File: config.mk
export PLATFORM = sky130hd
export DESIGN_NAME = tcw_ctrl
export DESIGN_NICKNAME = d
export VERILOG_FILES = /design/src/rtl/text_console_writer_core_defines.svh /design/src/rtl/tcw_pkg.sv /design/src/rtl/tcw_ctrl.sv
export SDC_FILE = /design/constraint.sdc
export NUM_CORES = 1
export LEC_CHECK = 0
export ABC_AREA = 0
export CORE_MARGIN = 4
export CORE_UTILIZATION = 40
export CTS_BUF_LIST = sky130_fd_sc_hd__clkbuf_4
export CTS_CLUSTER_SIZE = 40
export DETAILED_ROUTE_END_ITERATION = 12
export DONT_BUFFER_PORTS = 1
export HOLD_SLACK_MARGIN = 0.06
export PLACE_DENSITY_LB_ADDON = 0.12
export SKIP_CTS_REPAIR_TIMING = 1
export SLEW_MARGIN = 0
export SYNTH_ARGS = -nofsm -noshare
export SYNTH_HDL_FRONTEND = slang
export SYNTH_SLANG_ARGS = --single-unit
export TNS_END_PERCENT = 10
File: constraint.sdc
create_clock -name clock -period 1.9 [get_ports clock]
set_input_delay 0.19 -clock clock [delete_from_list [all_inputs] [get_ports clock]]
set_output_delay 0.19 -clock clock [all_outputs]
set_load 0.03 [all_outputs]
File: src/rtl/text_console_writer_core_defines.svh
// Assertion macros used by the text console writer top level.
`ifndef TEXT_CONSOLE_WRITER_CORE_DEFINES_SVH
`define TEXT_CONSOLE_WRITER_CORE_DEFINES_SVH

`ifndef SYNTH
// Overlapping implication: when ante holds, cons must hold at the same edge.
`define TCW_ASSERT_IMPL(label, clk, rst, ante, cons) \
   label: assert property (@(posedge clk) disable iff (rst) (ante) |-> (cons)) \
      else $error("text console writer: implication check failed");
// Next-cycle implication: when ante holds, cons must hold at the following edge.
`define TCW_ASSERT_NEXT(label, clk, rst, ante, cons) \
   label: assert property (@(posedge clk) disable iff (rst) (ante) |=> (cons)) \
      else $error("text console writer: next-cycle check failed");
// Invariant that must hold at every edge outside reset.
`define TCW_ASSERT_ALWAYS(label, clk, rst, cond) \
   label: assert property (@(posedge clk) disable iff (rst) (cond)) \
      else $error("text console writer: invariant check failed");
`else
`define TCW_ASSERT_IMPL(label, clk, rst, ante, cons)
`define TCW_ASSERT_NEXT(label, clk, rst, ante, cons)
`define TCW_ASSERT_ALWAYS(label, clk, rst, cond)
`endif

`endif

File: src/rtl/tcw_pkg.sv
// Types and constants shared by the text console writer modules.
package tcw_pkg;

   localparam int MODE_W = 2;
   localparam int CHAR_W = 8;
   localparam int ATTR_W = 8;
   localparam int IDX_W  = 11;
   localparam int OFS_W  = 11;
   localparam int CELL_W = ATTR_W + CHAR_W;

   localparam logic [CHAR_W-1:0] NEWLINE_CHAR = 8'h0A;
   localparam logic [CHAR_W-1:0] BLANK_CHAR   = 8'h20;
   localparam logic [ATTR_W-1:0] RESET_ATTR   = 8'h0F;

   typedef enum logic [MODE_W-1:0] {
      MODE_PRINT = 2'd0,
      MODE_READ  = 2'd1,
      MODE_CLEAR = 2'd2,
      MODE_NONE  = 2'd3
   } mode_type;

   typedef enum logic {
      PTR_ZERO,
      PTR_CURSOR
   } ptr_src_type;

   typedef enum logic {
      WA_PTR,
      WA_CURSOR
   } wr_addr_type;

   typedef enum logic [1:0] {
      WD_RESET,
      WD_BLANK,
      WD_CHAR
   } wr_data_type;

   typedef enum logic [1:0] {
      CUR_HOLD,
      CUR_HOME,
      CUR_NEXT_COL,
      CUR_NEXT_LINE
   } cursor_op_type;

   typedef struct packed {
      logic          item_load;
      logic          ptr_load;
      ptr_src_type   ptr_src;
      logic          ptr_inc;
      logic          wr_en;
      wr_addr_type   wr_addr;
      wr_data_type   wr_data;
      logic          copy_read;
      logic          read_capture;
      cursor_op_type cursor_op;
      logic          rsp_load;
   } tcw_cmd_type;

   typedef struct packed {
      mode_type mode;
      logic     is_newline;
      logic     ptr_at_last_cell;
      logic     ptr_at_row_end;
      logic     ptr_at_copy_end;
      logic     cur_last_col;
      logic     cur_last_row;
      logic     copy_pend;
   } tcw_sts_type;

endpackage

File: src/rtl/tcw_ctrl.sv
// Controller of the text console writer: sequences writes, walks and scrolls.
module tcw_ctrl (
   input  logic                  clock,
   input  logic                  reset,
   input  logic                  req_valid,
   output logic                  req_ready,
   output logic                  rsp_valid,
   input  logic                  rsp_ready,
   input  tcw_pkg::tcw_sts_type  sts,
   output tcw_pkg::tcw_cmd_type  cmd
);
   import tcw_pkg::*;

   typedef enum logic [3:0] {
      S_INIT,
      S_IDLE,
      S_DISPATCH,
      S_READ_WAIT,
      S_NL_BLANK,
      S_SCROLL_COPY,
      S_SCROLL_DRAIN,
      S_SCROLL_BLANK,
      S_CLEAR,
      S_RESPOND
   } state_type;

   state_type state_ff, state_in;
   logic      rsp_valid_ff, rsp_valid_in;

   always_comb begin
      state_in = state_ff;
      cmd      = '0;
      unique case (state_ff)
         S_INIT: begin
            // Power-up sweep fills every cell with the reset blank.
            cmd.wr_en   = 1'b1;
            cmd.wr_addr = WA_PTR;
            cmd.wr_data = WD_RESET;
            cmd.ptr_inc = 1'b1;
            if (sts.ptr_at_last_cell) begin
               cmd.ptr_load = 1'b1;
               cmd.ptr_src  = PTR_ZERO;
               state_in     = S_IDLE;
            end
         end
         S_IDLE: begin
            if (req_valid) begin
               cmd.item_load = 1'b1;
               state_in      = S_DISPATCH;
            end
         end
         S_DISPATCH: begin
            unique case (sts.mode)
               MODE_PRINT: begin
                  if (sts.is_newline) begin
                     cmd.ptr_load = 1'b1;
                     cmd.ptr_src  = PTR_CURSOR;
                     state_in     = S_NL_BLANK;
                  end else begin
                     cmd.wr_en   = 1'b1;
                     cmd.wr_addr = WA_CURSOR;
                     cmd.wr_data = WD_CHAR;
                     if (sts.cur_last_col) begin
                        cmd.cursor_op = CUR_NEXT_LINE;
                        if (sts.cur_last_row) begin
                           cmd.ptr_load = 1'b1;
                           cmd.ptr_src  = PTR_ZERO;
                           state_in     = S_SCROLL_COPY;
                        end else begin
                           state_in = S_RESPOND;
                        end
                     end else begin
                        cmd.cursor_op = CUR_NEXT_COL;
                        state_in      = S_RESPOND;
                     end
                  end
               end
               MODE_READ: begin
                  state_in = S_READ_WAIT;
               end
               MODE_CLEAR: begin
                  cmd.ptr_load = 1'b1;
                  cmd.ptr_src  = PTR_ZERO;
                  state_in     = S_CLEAR;
               end
               default: begin
                  state_in = S_RESPOND;
               end
            endcase
         end
         S_READ_WAIT: begin
            cmd.read_capture = 1'b1;
            state_in         = S_RESPOND;
         end
         S_NL_BLANK: begin
            cmd.wr_en   = 1'b1;
            cmd.wr_addr = WA_PTR;
            cmd.wr_data = WD_BLANK;
            cmd.ptr_inc = 1'b1;
            if (sts.ptr_at_row_end) begin
               cmd.cursor_op = CUR_NEXT_LINE;
               if (sts.cur_last_row) begin
                  cmd.ptr_load = 1'b1;
                  cmd.ptr_src  = PTR_ZERO;
                  state_in     = S_SCROLL_COPY;
               end else begin
                  state_in = S_RESPOND;
               end
            end
         end
         S_SCROLL_COPY: begin
            cmd.copy_read = 1'b1;
            cmd.ptr_inc   = 1'b1;
            if (sts.ptr_at_copy_end) begin
               state_in = S_SCROLL_DRAIN;
            end
         end
         S_SCROLL_DRAIN: begin
            // The last copied cell is written back here; the pointer sits on the last row.
            state_in = S_SCROLL_BLANK;
         end
         S_SCROLL_BLANK: begin
            cmd.wr_en   = 1'b1;
            cmd.wr_addr = WA_PTR;
            cmd.wr_data = WD_BLANK;
            cmd.ptr_inc = 1'b1;
            if (sts.ptr_at_last_cell) begin
               state_in = S_RESPOND;
            end
         end
         S_CLEAR: begin
            cmd.wr_en   = 1'b1;
            cmd.wr_addr = WA_PTR;
            cmd.wr_data = WD_BLANK;
            cmd.ptr_inc = 1'b1;
            if (sts.ptr_at_last_cell) begin
               cmd.cursor_op = CUR_HOME;
               state_in      = S_RESPOND;
            end
         end
         S_RESPOND: begin
            if (!rsp_valid_ff || rsp_ready) begin
               cmd.rsp_load = 1'b1;
               state_in     = S_IDLE;
            end
         end
         default: begin
            state_in = S_INIT;
         end
      endcase
      rsp_valid_in = cmd.rsp_load | (rsp_valid_ff & ~rsp_ready);
   end

   always_ff @(posedge clock) begin
      if (reset) begin
         state_ff     <= S_INIT;
         rsp_valid_ff <= 1'b0;
      end else begin
         state_ff     <= state_in;
         rsp_valid_ff <= rsp_valid_in;
      end
   end

   assign req_ready = (state_ff == S_IDLE);
   assign rsp_valid = rsp_valid_ff;

endmodule
==> flow_metrics.env, run 1 <==
export IMPL_yosys_warnings=0
export IMPL_cp_required_ns=1.71
export IMPL_startpoint_type="flip-flop"
export IMPL_synth_area_per_cell_um2=7.31
export IMPL_ant_nets=0
export IMPL_firstDrtPassIters=4
export IMPL_coreArea_mm2=0.00151
export IMPL_cp_slowest_cell="dfxtp_2"
export IMPL_slew_headroom_pct=75.4
export IMPL_intPower_mw=0.607
export IMPL_drt_total_wl_um=1860
export IMPL_rsz0062_at_grt="false"
export IMPL_ys_flop_type="dfxtp_1"
export IMPL_htreeDepth=1
export IMPL_power_density_mw_per_mm2=1590
export IMPL_p_leak_nw=0.332
export IMPL_ys_seq_area_share_pct=15.6
export IMPL_synth_cells=88
export IMPL_setup_tns_ns=0
export IMPL_fin_crit_sh_pct=93.5
export IMPL_fp_dieW_um=48.1
export IMPL_crit_path_end_kind="output pin"
export IMPL_cts_sinks=5
export IMPL_grt_pass1_wl_um=2930
export IMPL_hold_start="reset"
export IMPL_antenna_found_initial=0
export IMPL_hold_violations=0
export IMPL_syn_num_nets=101
export IMPL_dr_total_vias=742
export IMPL_clock_path_buffers=2
export IMPL_setup_violations=0
export IMPL_syn_area_um2=643
export IMPL_path_cells="nor4_4 > nand2_1 > nor2_1 > a22o_1 > buf_4"
export IMPL_p_switching_mw=0.656
export IMPL_fp_row_count=14
export IMPL_switching_share_pct=51.9
export IMPL_power_share_combinational_pct=68.5
export IMPL_fp_dieH_um=48.1
export IMPL_design_area_um2=792
export IMPL_drc=0
export IMPL_die_area_mm2=0.00231
export IMPL_critical_path_class="reg2out"
export IMPL_antennaDiodeCount=0
export IMPL_wl_met3_um=161
export IMPL_viasPerCell=6.24
export IMPL_fin_crit_ns=1.78
export IMPL_p_seq_share_pct=20.8
export IMPL_multi_input_area_um2=497
export IMPL_synth_top_area_share_pct=15.6
export IMPL_first_global_vias=668
export IMPL_dpl_hpwl_um=1450
export IMPL_ys_ff_latch=5
export IMPL_worst_slack_ns=0.124
export IMPL_drive_gt1_share_pct=28.2
export IMPL_grt_start_max_net_pins=17
export IMPL_cts_made_buffers=3
export IMPL_io_buffer_count=0
export IMPL_grt_remaining_overflow=0
export IMPL_regToRegStartpoint="state_ff[1]"
export IMPL_slowest_delay_ns=0.41
export IMPL_seq_area_um2=104
export IMPL_worstPathArrival_ns=1.59
export IMPL_fin_skew_ns=0.000437
export IMPL_crit_start="state_ff[2]"
export IMPL_outcome="complete, no violations"
export IMPL_worstMarginPinSlew_ns=0.364
export IMPL_ioPinCount=28
export IMPL_layout_cells_non_filler=119
export IMPL_max_freq_ghz=0.563
export IMPL_final_util_pct=52.6
export IMPL_fin_nets=117
export IMPL_clk_insertion_delay_late_ns=0.24
export IMPL_p_total_mw=1.26
export IMPL_dp_cells=114
export IMPL_wire_per_inst_um=15.6
export IMPL_max_cap_violations=0
export IMPL_pwr_share_clk_pct=10.7
export IMPL_ys_types=41
export IMPL_min_path_type="in2reg"
export IMPL_start_util_pct=42.7
export IMPL_cts_tree="yes"
export IMPL_top_layer="met3"
export IMPL_clk_pin_slew_worst_paths_ns=0.04
export IMPL_pre_cts_ws_ns=0.170
export IMPL_wl_met1_um=816
export IMPL_dr_wl_met2_um=883
export IMPL_irDropWorstVdd_v=0.000920
export IMPL_rrSetupSlack_ns=0.37
export IMPL_holdWs_ns=0.0600
export IMPL_gp_congestion=0.880
export IMPL_final_fill_count=172
export IMPL_netlist_top_cells_count="nand2_1 (9), nor2_1 (8), a21oi_1 (6)"
export IMPL_drt_initial_drc_count=21
export IMPL_yosys_area_top_type="dfxtp_1"
export IMPL_synth_edf_count=0
export IMPL_synthArstFlopShare_pct=0
export IMPL_grt_use_total_pct=17.6
export IMPL_yosysMostFrequentCell="nand2_1"
export IMPL_areaGrowthSynthToFinish_pct=23.2
export IMPL_dpl_cell_area_um2=746
export IMPL_yosys_top_cells_area="dfxtp_1 (16%), nand2_1 (5.3%), nand2b_1 (4.9%)"
export IMPL_cts_root_buf="clkbuf_4"
export IMPL_path_max_fanout=16
export IMPL_drv_slew=0
[path summary, 6_finish.rpt]
| kind | endpoint | depth (start not counted) |
|---|---|---|
| worst max-delay path | cmd[1] | 5 |
| worst min-delay path | state_ff[3] | 1 |
| worst max register to register | state_ff[1] | 4 |
| worst min register to register | rsp_valid | 2 |
[registers in the layout, summed over array words and instances, names as in the netlist]
register,flops
rsp_valid,1
state_ff,4
[critical path: cells and delay by family, from the launching register on]
kind	cells	cell delay [ns]
buffers and inverters	1	0.15
and+or+nand+nor	3	0.61
DFF	1	0.41
AOI/OAI and AO/OA	1	0.17
[kinds of logic after synthesis]
group                  count (synthesis)  synth area share (%)
and+or+nand+nor                       42                  37.5
AOI/OAI and AO/OA                     30                  35.4
buffers and inverters                  9                  8.36
DFF                                    5                  15.6
muxes                                  2                  3.11
[layout by cell type, fill, tap and decap left out, types with 2 or more instances in the layout]
cell type / instances
mux2i_1: 2
a22o_1: 2
nor2_1: 8
nand2_1: 9
nor4_1: 2
dfxtp_2: 3
buf_4: 16
o211ai_1: 2
o21ai_0: 3
nor3_1: 2
dfxtp_1: 2
nand2b_1: 5
a21oi_1: 6
inv_1: 3
o21bai_1: 2
a21o_1: 2
nor3b_1: 2
nor2b_1: 3
clkbuf_4: 4
o41ai_1: 2
[per-layer routing]
| layer | global-route usage (%) | vias up |
|---|---|---|
| met2 | 30.6 | 33 |
| met5 | 0 | - |
| met4 | 3.23 | 0 |
| met3 | 2.95 | 0 |
| met1 | 22.9 | 345 |
| li1 | - | 364 |
[area by class of cell]
cell class / instances / share of cell area [%]
Tap cell: 16 / 2.53
Multi-Input combinational cell: 74 / 62.7
Timing Repair Buffer: 17 / 16.4
Inverter: 3 / 1.42
Sequential cell: 5 / 13.1
Clock buffer: 4 / 3.79
[power groups by stage]
stage	registers, mW	clock network (mW)	logic [mW]
global placement	0.254	0	0.849
floorplan	0.173	0	0.721
detailed placement	0.255	0	0.861
CTS	0.253	0.141	0.863
finish	0.262	0.135	0.865
global route	0.278	0.152	0.932
Note: power is estimated with default switching activity, not from simulation.
==> run 2, diff against run 1 <==
--- a/config.mk
+++ b/config.mk
@@ -6,6 +6,8 @@
 export NUM_CORES = 1
 export LEC_CHECK = 0
 export ABC_AREA = 0
+export CELL_PAD_IN_SITES_DETAIL_PLACEMENT = 1
+export CELL_PAD_IN_SITES_GLOBAL_PLACEMENT = 1
 export CORE_MARGIN = 4
 export CORE_UTILIZATION = 40
 export CTS_BUF_LIST = sky130_fd_sc_hd__clkbuf_4
==> run 2 against run 1 <==
Non-clock buffer count unchanged. Global-route usage increased by 2.0 points. Combinational power increased by 0.6%. Critical path depth unchanged. Register-to-register slack got worse by 0.12 ns. Die area unchanged. Clock power about the same. Worst hold slack improved by 0.070 ns. Via count increased by 0.13%. Largest cell class unchanged. Largest power group unchanged.
==> flow_metrics.env, run 2 (same netlist as run 1, synthesis figures left out) <==
export IMPL_outcome="complete, no violations"
export IMPL_clock_path_buffers=2
export IMPL_clk_pin_slew_worst_paths_ns=0.04
export IMPL_antenna_found_initial=0
export IMPL_first_global_vias=702
export IMPL_final_util_pct=53.0
export IMPL_dpl_hpwl_um=1630
export IMPL_grt_use_total_pct=19.5
export IMPL_fp_row_count=14
export IMPL_path_max_fanout=16
export IMPL_grt_pass1_wl_um=3270
export IMPL_worstPathArrival_ns=1.58
export IMPL_cts_sinks=5
export IMPL_coreArea_mm2=0.00151
export IMPL_fin_crit_sh_pct=93.1
export IMPL_p_leak_nw=0.332
export IMPL_pre_cts_ws_ns=0.0874
export IMPL_firstDrtPassIters=4
export IMPL_grt_remaining_overflow=0
export IMPL_grt_use_met3_pct=2.95
export IMPL_wire_per_inst_um=18.0
export IMPL_largest_reg_flops=4
export IMPL_worstMarginPinSlew_ns=0.368
export IMPL_rr_worst_depth=5
export IMPL_drt_initial_drc_count=11
export IMPL_final_common_cell="buf_4"
export IMPL_gp_congestion=0.799
export IMPL_crit_path_end_kind="output pin"
export IMPL_cp_required_ns=1.71
export IMPL_areaGrowthSynthToFinish_pct=24.1
export IMPL_final_cell_mix="buf_4 (16), nand2_1 (9), nor2_1 (7), a21oi_1 (6), nand2b_1 (5)"
export IMPL_htreeDepth=1
export IMPL_slowest_delay_ns=0.40
export IMPL_drt_total_wl_um=2140
export IMPL_fin_crit_ns=1.77
export IMPL_largest_register="state_ff"
export IMPL_max_freq_ghz=0.566
export IMPL_antennaDiodeCount=0
export IMPL_fin_nets=117
export IMPL_p_total_mw=1.27
export IMPL_fin_skew_ns=0.00463
export IMPL_rsz0062_at_grt="false"
export IMPL_ioPinCount=28
export IMPL_dr_total_vias=743
export IMPL_max_cap_violations=0
export IMPL_drv_slew=0
export IMPL_start_util_pct=42.7
export IMPL_startpoint_type="flip-flop"
export IMPL_slew_headroom_pct=75.2
export IMPL_die_area_mm2=0.00231
export IMPL_cp_slowest_cell="dfxtp_2"
export IMPL_grt_start_max_net_pins=17
export IMPL_path_cells="nor4_4 > nand2_1 > nor2_4 > a22o_1 > buf_4"
export IMPL_fp_dieW_um=48.1
export IMPL_grt_busiest_layer="met2"
export IMPL_fp_dieH_um=48.1
export IMPL_worst_slack_ns=0.132
export IMPL_cts_tree="yes"
export IMPL_holdWs_ns=0.130
export IMPL_clk_insertion_delay_late_ns=0.24
export IMPL_drc=0
export IMPL_hold_path_depth=2
export IMPL_cts_root_buf="clkbuf_4"
export IMPL_min_path_type="in2reg"
export IMPL_cts_made_buffers=3
export IMPL_gr_usage_met1_pct=26.4
export IMPL_viasPerCell=6.24
export IMPL_groute_layer_met2_usage_pct=30.9
export IMPL_io_buffer_count=0
export IMPL_power_density_mw_per_mm2=1590
export IMPL_drive_gt1_share_pct=29.1
export IMPL_ant_nets=0
export IMPL_setup_violations=0
export IMPL_setup_tns_ns=0
export IMPL_critical_path_class="reg2out"
export IMPL_irDropWorstVdd_v=0.000704
export IMPL_hold_violations=0
-- run 2: cell count changes in the layout (fill, tap and decap cells not counted) --
cell,before,now
nor2_4,0,1
nor2b_2,1,0
nor2b_1,3,4
dfxtp_1,2,1
dfxtp_2,3,4
nor2_1,8,7
-- run 2: worst paths after layout --
| kind | start | end | slack (ns) |
|---|---|---|---|
| hold / removal | reset | state_ff[0] | 0.13 |
| setup reg to reg | state_ff[0] | state_ff[1] | 0.25 |
| hold reg to reg | state_ff[0] | state_ff[0] | 0.56 |
| setup / recovery | state_ff[2] | cmd[1] | 0.13 |
-- run 2: metal layers --
layer  wire length [um]  part of all wire, %  vias to the layer above
met3                100                  4.7                        4
met1                949                   44                      351
li1                   -                    -                      367
met5                  0                    0                        -
met2               1060                   50                       21
met4                 30                  1.4                        0
-- run 2: worst max-delay path, delay by kind of cell (launching register included) --
| family | cells | cell delay [ns] |
|---|---|---|
| simple gates | 3 | 0.64 |
| buf+inv | 1 | 0.15 |
| compound gates | 1 | 0.16 |
| flops | 1 | 0.40 |
-- run 2: cell type report --
type                    instances  area (um^2)
flip-flops and latches          5          105
fillers                       196          708
well taps                      16         20.0
multi-input cells              74          502
clock buffers                   4         30.0
inverters                       3         11.3
repair buffers                 17          130
-- run 2: per-stage QoR --
step / instance area [um^2] / instances
floorplan: 648 / 88
global placement: 746 / 114
detailed placement: 746 / 114
CTS: 776 / 118
global route: 798 / 119
finish: 798 / 119
-- run 2: power by group --
part,leakage [nW],switching (mW),internal (mW)
clock,0.0184,0.0394,0.0934
sequential,0.0424,0.123,0.146
combinational,0.272,0.511,0.359
total,0.332,0.673,0.599
==> run 3, diff against run 2 <==
--- a/config.mk
+++ b/config.mk
@@ -5,15 +5,14 @@
 export SDC_FILE = /design/constraint.sdc
 export NUM_CORES = 1
 export LEC_CHECK = 0
-export ABC_AREA = 0
+export BUFFER_PORTS_ARGS = -buffer_cell sky130_fd_sc_hd__clkbuf_2
 export CELL_PAD_IN_SITES_DETAIL_PLACEMENT = 1
 export CELL_PAD_IN_SITES_GLOBAL_PLACEMENT = 1
 export CORE_MARGIN = 4
-export CORE_UTILIZATION = 40
+export CORE_UTILIZATION = 33
 export CTS_BUF_LIST = sky130_fd_sc_hd__clkbuf_4
 export CTS_CLUSTER_SIZE = 40
 export DETAILED_ROUTE_END_ITERATION = 12
-export DONT_BUFFER_PORTS = 1
 export HOLD_SLACK_MARGIN = 0.06
 export PLACE_DENSITY_LB_ADDON = 0.12
 export SKIP_CTS_REPAIR_TIMING = 1
==> run 3 against run 2 <==
Via count increased by 7.0%. Worst hold slack improved by 0.091 ns. Final cell count grew 20%. Worst setup slack got worse by 0.022 ns. Non-clock buffer count rose by 15. Die area is 18% higher. Routed wire length grew 1.2%. Global-route usage decreased by 3.0 points. First-iteration DRC count down 73%. Sequential power fell by 6%. Maximum frequency fell by 1.2%. Core utilization shrank 4.8 points. Critical endpoint unchanged. Largest cell class unchanged. Highest routed layer is now met3.
==> flow_metrics.env, run 3 (same netlist as run 1, synthesis figures left out) <==
export IMPL_outcome="complete, no violations"
export IMPL_grt_use_total_pct=16.6
export IMPL_p_switching_mw=0.708
export IMPL_r2r_end="state_ff[1]"
export IMPL_fin_crit_sh_pct=94.2
export IMPL_fin_nets=132
export IMPL_die_area_mm2=0.00272
export IMPL_seq_area_um2=108
export IMPL_worst_slack_ns=0.110
export IMPL_p_leak_nw=0.390
export IMPL_crit_buf_inv=1
export IMPL_hold_path_depth=2
export IMPL_fp_dieH_um=52.1
export IMPL_crit_path_end_kind="output pin"
export IMPL_max_cap_violations=0
export IMPL_slowest_delay_ns=0.39
export IMPL_holdWs_ns=0.220
export IMPL_cts_tree="yes"
export IMPL_largest_register="state_ff"
export IMPL_grt_start_max_net_pins=15
export IMPL_hold_start="reset"
export IMPL_clk_pin_slew_worst_paths_ns=0.05
export IMPL_dpl_hpwl_um=1690
export IMPL_antennaDiodeCount=0
export IMPL_antenna_found_initial=0
export IMPL_slew_headroom_pct=73.0
export IMPL_fin_crit_ns=1.79
export IMPL_crit_start="state_ff[2]"
export IMPL_clock_path_buffers=2
export IMPL_critical_path_class="reg2out"
export IMPL_final_cell_mix="clkbuf_2 (25), nand2_1 (8), nor2_1 (7), a21oi_1 (6), buf_4 (6)"
export IMPL_startpoint_type="flip-flop"
export IMPL_rr_worst_depth=5
export IMPL_path_cells="nor4_4 > nand2_2 > nor2_2 > a22o_1 > clkbuf_4"
export IMPL_regToRegStartpoint="state_ff[2]"
export IMPL_intPower_mw=0.610
export IMPL_cts_sinks=5
export IMPL_rsz0062_at_grt="false"
export IMPL_grt_pass1_wl_um=3440
export IMPL_largest_reg_flops=4
export IMPL_drt_initial_drc_count=3
export IMPL_drv_slew=0
export IMPL_final_common_cell="clkbuf_2"
export IMPL_ant_nets=0
export IMPL_drive_gt1_share_pct=40.7
export IMPL_pwr_share_clk_pct=11.1
export IMPL_fin_skew_ns=0.00429
export IMPL_start_util_pct=36.1
export IMPL_cp_slowest_cell="dfxtp_2"
export IMPL_coreArea_mm2=0.00178
export IMPL_viasPerCell=5.56
export IMPL_ioPinCount=28
export IMPL_clk_insertion_delay_late_ns=0.25
export IMPL_fp_row_count=15
export IMPL_grt_remaining_overflow=0
export IMPL_crit_family="simple AND/OR/NAND/NOR gates"
export IMPL_htreeDepth=1
export IMPL_drc=0
export IMPL_cts_root_buf="clkbuf_4"
export IMPL_dr_total_vias=795
export IMPL_max_freq_ghz=0.559
export IMPL_worstPathArrival_ns=1.60
export IMPL_fp_dieW_um=52.1
export IMPL_critical_path_cell_count=5
export IMPL_path_max_fanout=11
export IMPL_cts_made_buffers=3
export IMPL_gp_congestion=0.820
export IMPL_power_share_combinational_pct=69.6
export IMPL_hold_violations=0
export IMPL_irDropWorstVdd_v=0.000629
export IMPL_final_fill_count=240
export IMPL_firstDrtPassIters=4
export IMPL_power_density_mw_per_mm2=1530
export IMPL_areaGrowthSynthToFinish_pct=33.7
export IMPL_min_to="state_ff[2]"
export IMPL_final_util_pct=48.2
export IMPL_min_path_type="in2reg"
export IMPL_pre_cts_ws_ns=0.190
export IMPL_multi_input_area_um2=502
export IMPL_setup_violations=0
export IMPL_worstMarginPinSlew_ns=0.403
export IMPL_rrSetupSlack_ns=0.32
export IMPL_first_global_vias=771
export IMPL_wire_per_inst_um=15.2
export IMPL_io_buffer_count=26
export IMPL_switching_share_pct=53.7
export IMPL_p_seq_share_pct=19.3
export IMPL_drt_total_wl_um=2170
export IMPL_cp_required_ns=1.71
## run 3: power by group through the flow
stage	sequential, mW	clock [mW]	combinational, mW
after floorplan	0.173	0	0.721
after global placement	0.242	0	0.890
after detailed placement	0.245	0	0.908
after CTS	0.244	0.150	0.913
after global routing	0.268	0.158	0.996
final	0.254	0.146	0.917
## run 3: how the worst max path moves through the flow
stage | slack [ns] | end
after CTS | -0.07 | cmd[1]
after global routing | 0.0003 | cmd[1]
final | 0.11 | cmd[1]
after global placement | 0.23 | cmd[1]
after detailed placement | 0.19 | cmd[1]
after floorplan | -0.03 | cmd[11]
## run 3: layout make-up
cell class	instances	area share, %
clock buffer	4	3.49
inverter	3	1.31
multi-input combinational	74	58.4
timing repair buffer	32	20.7
sequential	5	12.5
tap	25	3.64
## run 3: stage by stage
stage	total power, mW	std cells	instance area, um^2	TNS, ns
5_1_grt	1.42	143	860	0
2_1_floorplan	0.893	88	648	-0.0262
6_report	1.32	143	860	0
4_1_cts	1.31	143	842	-0.103
3_3_place_gp	1.13	139	812	0
3_5_place_dp	1.15	139	812	0
## run 3: per-layer routing
metal / GRT usage [%] / routed length (um) / vias up
met3: 3.72 / 71 / 0
met4: 2.55 / 0 / 0
met2: 29.7 / 1100 / 18
li1: - / - / 398
met5: 0 / 0 / -
met1: 20.3 / 998 / 379
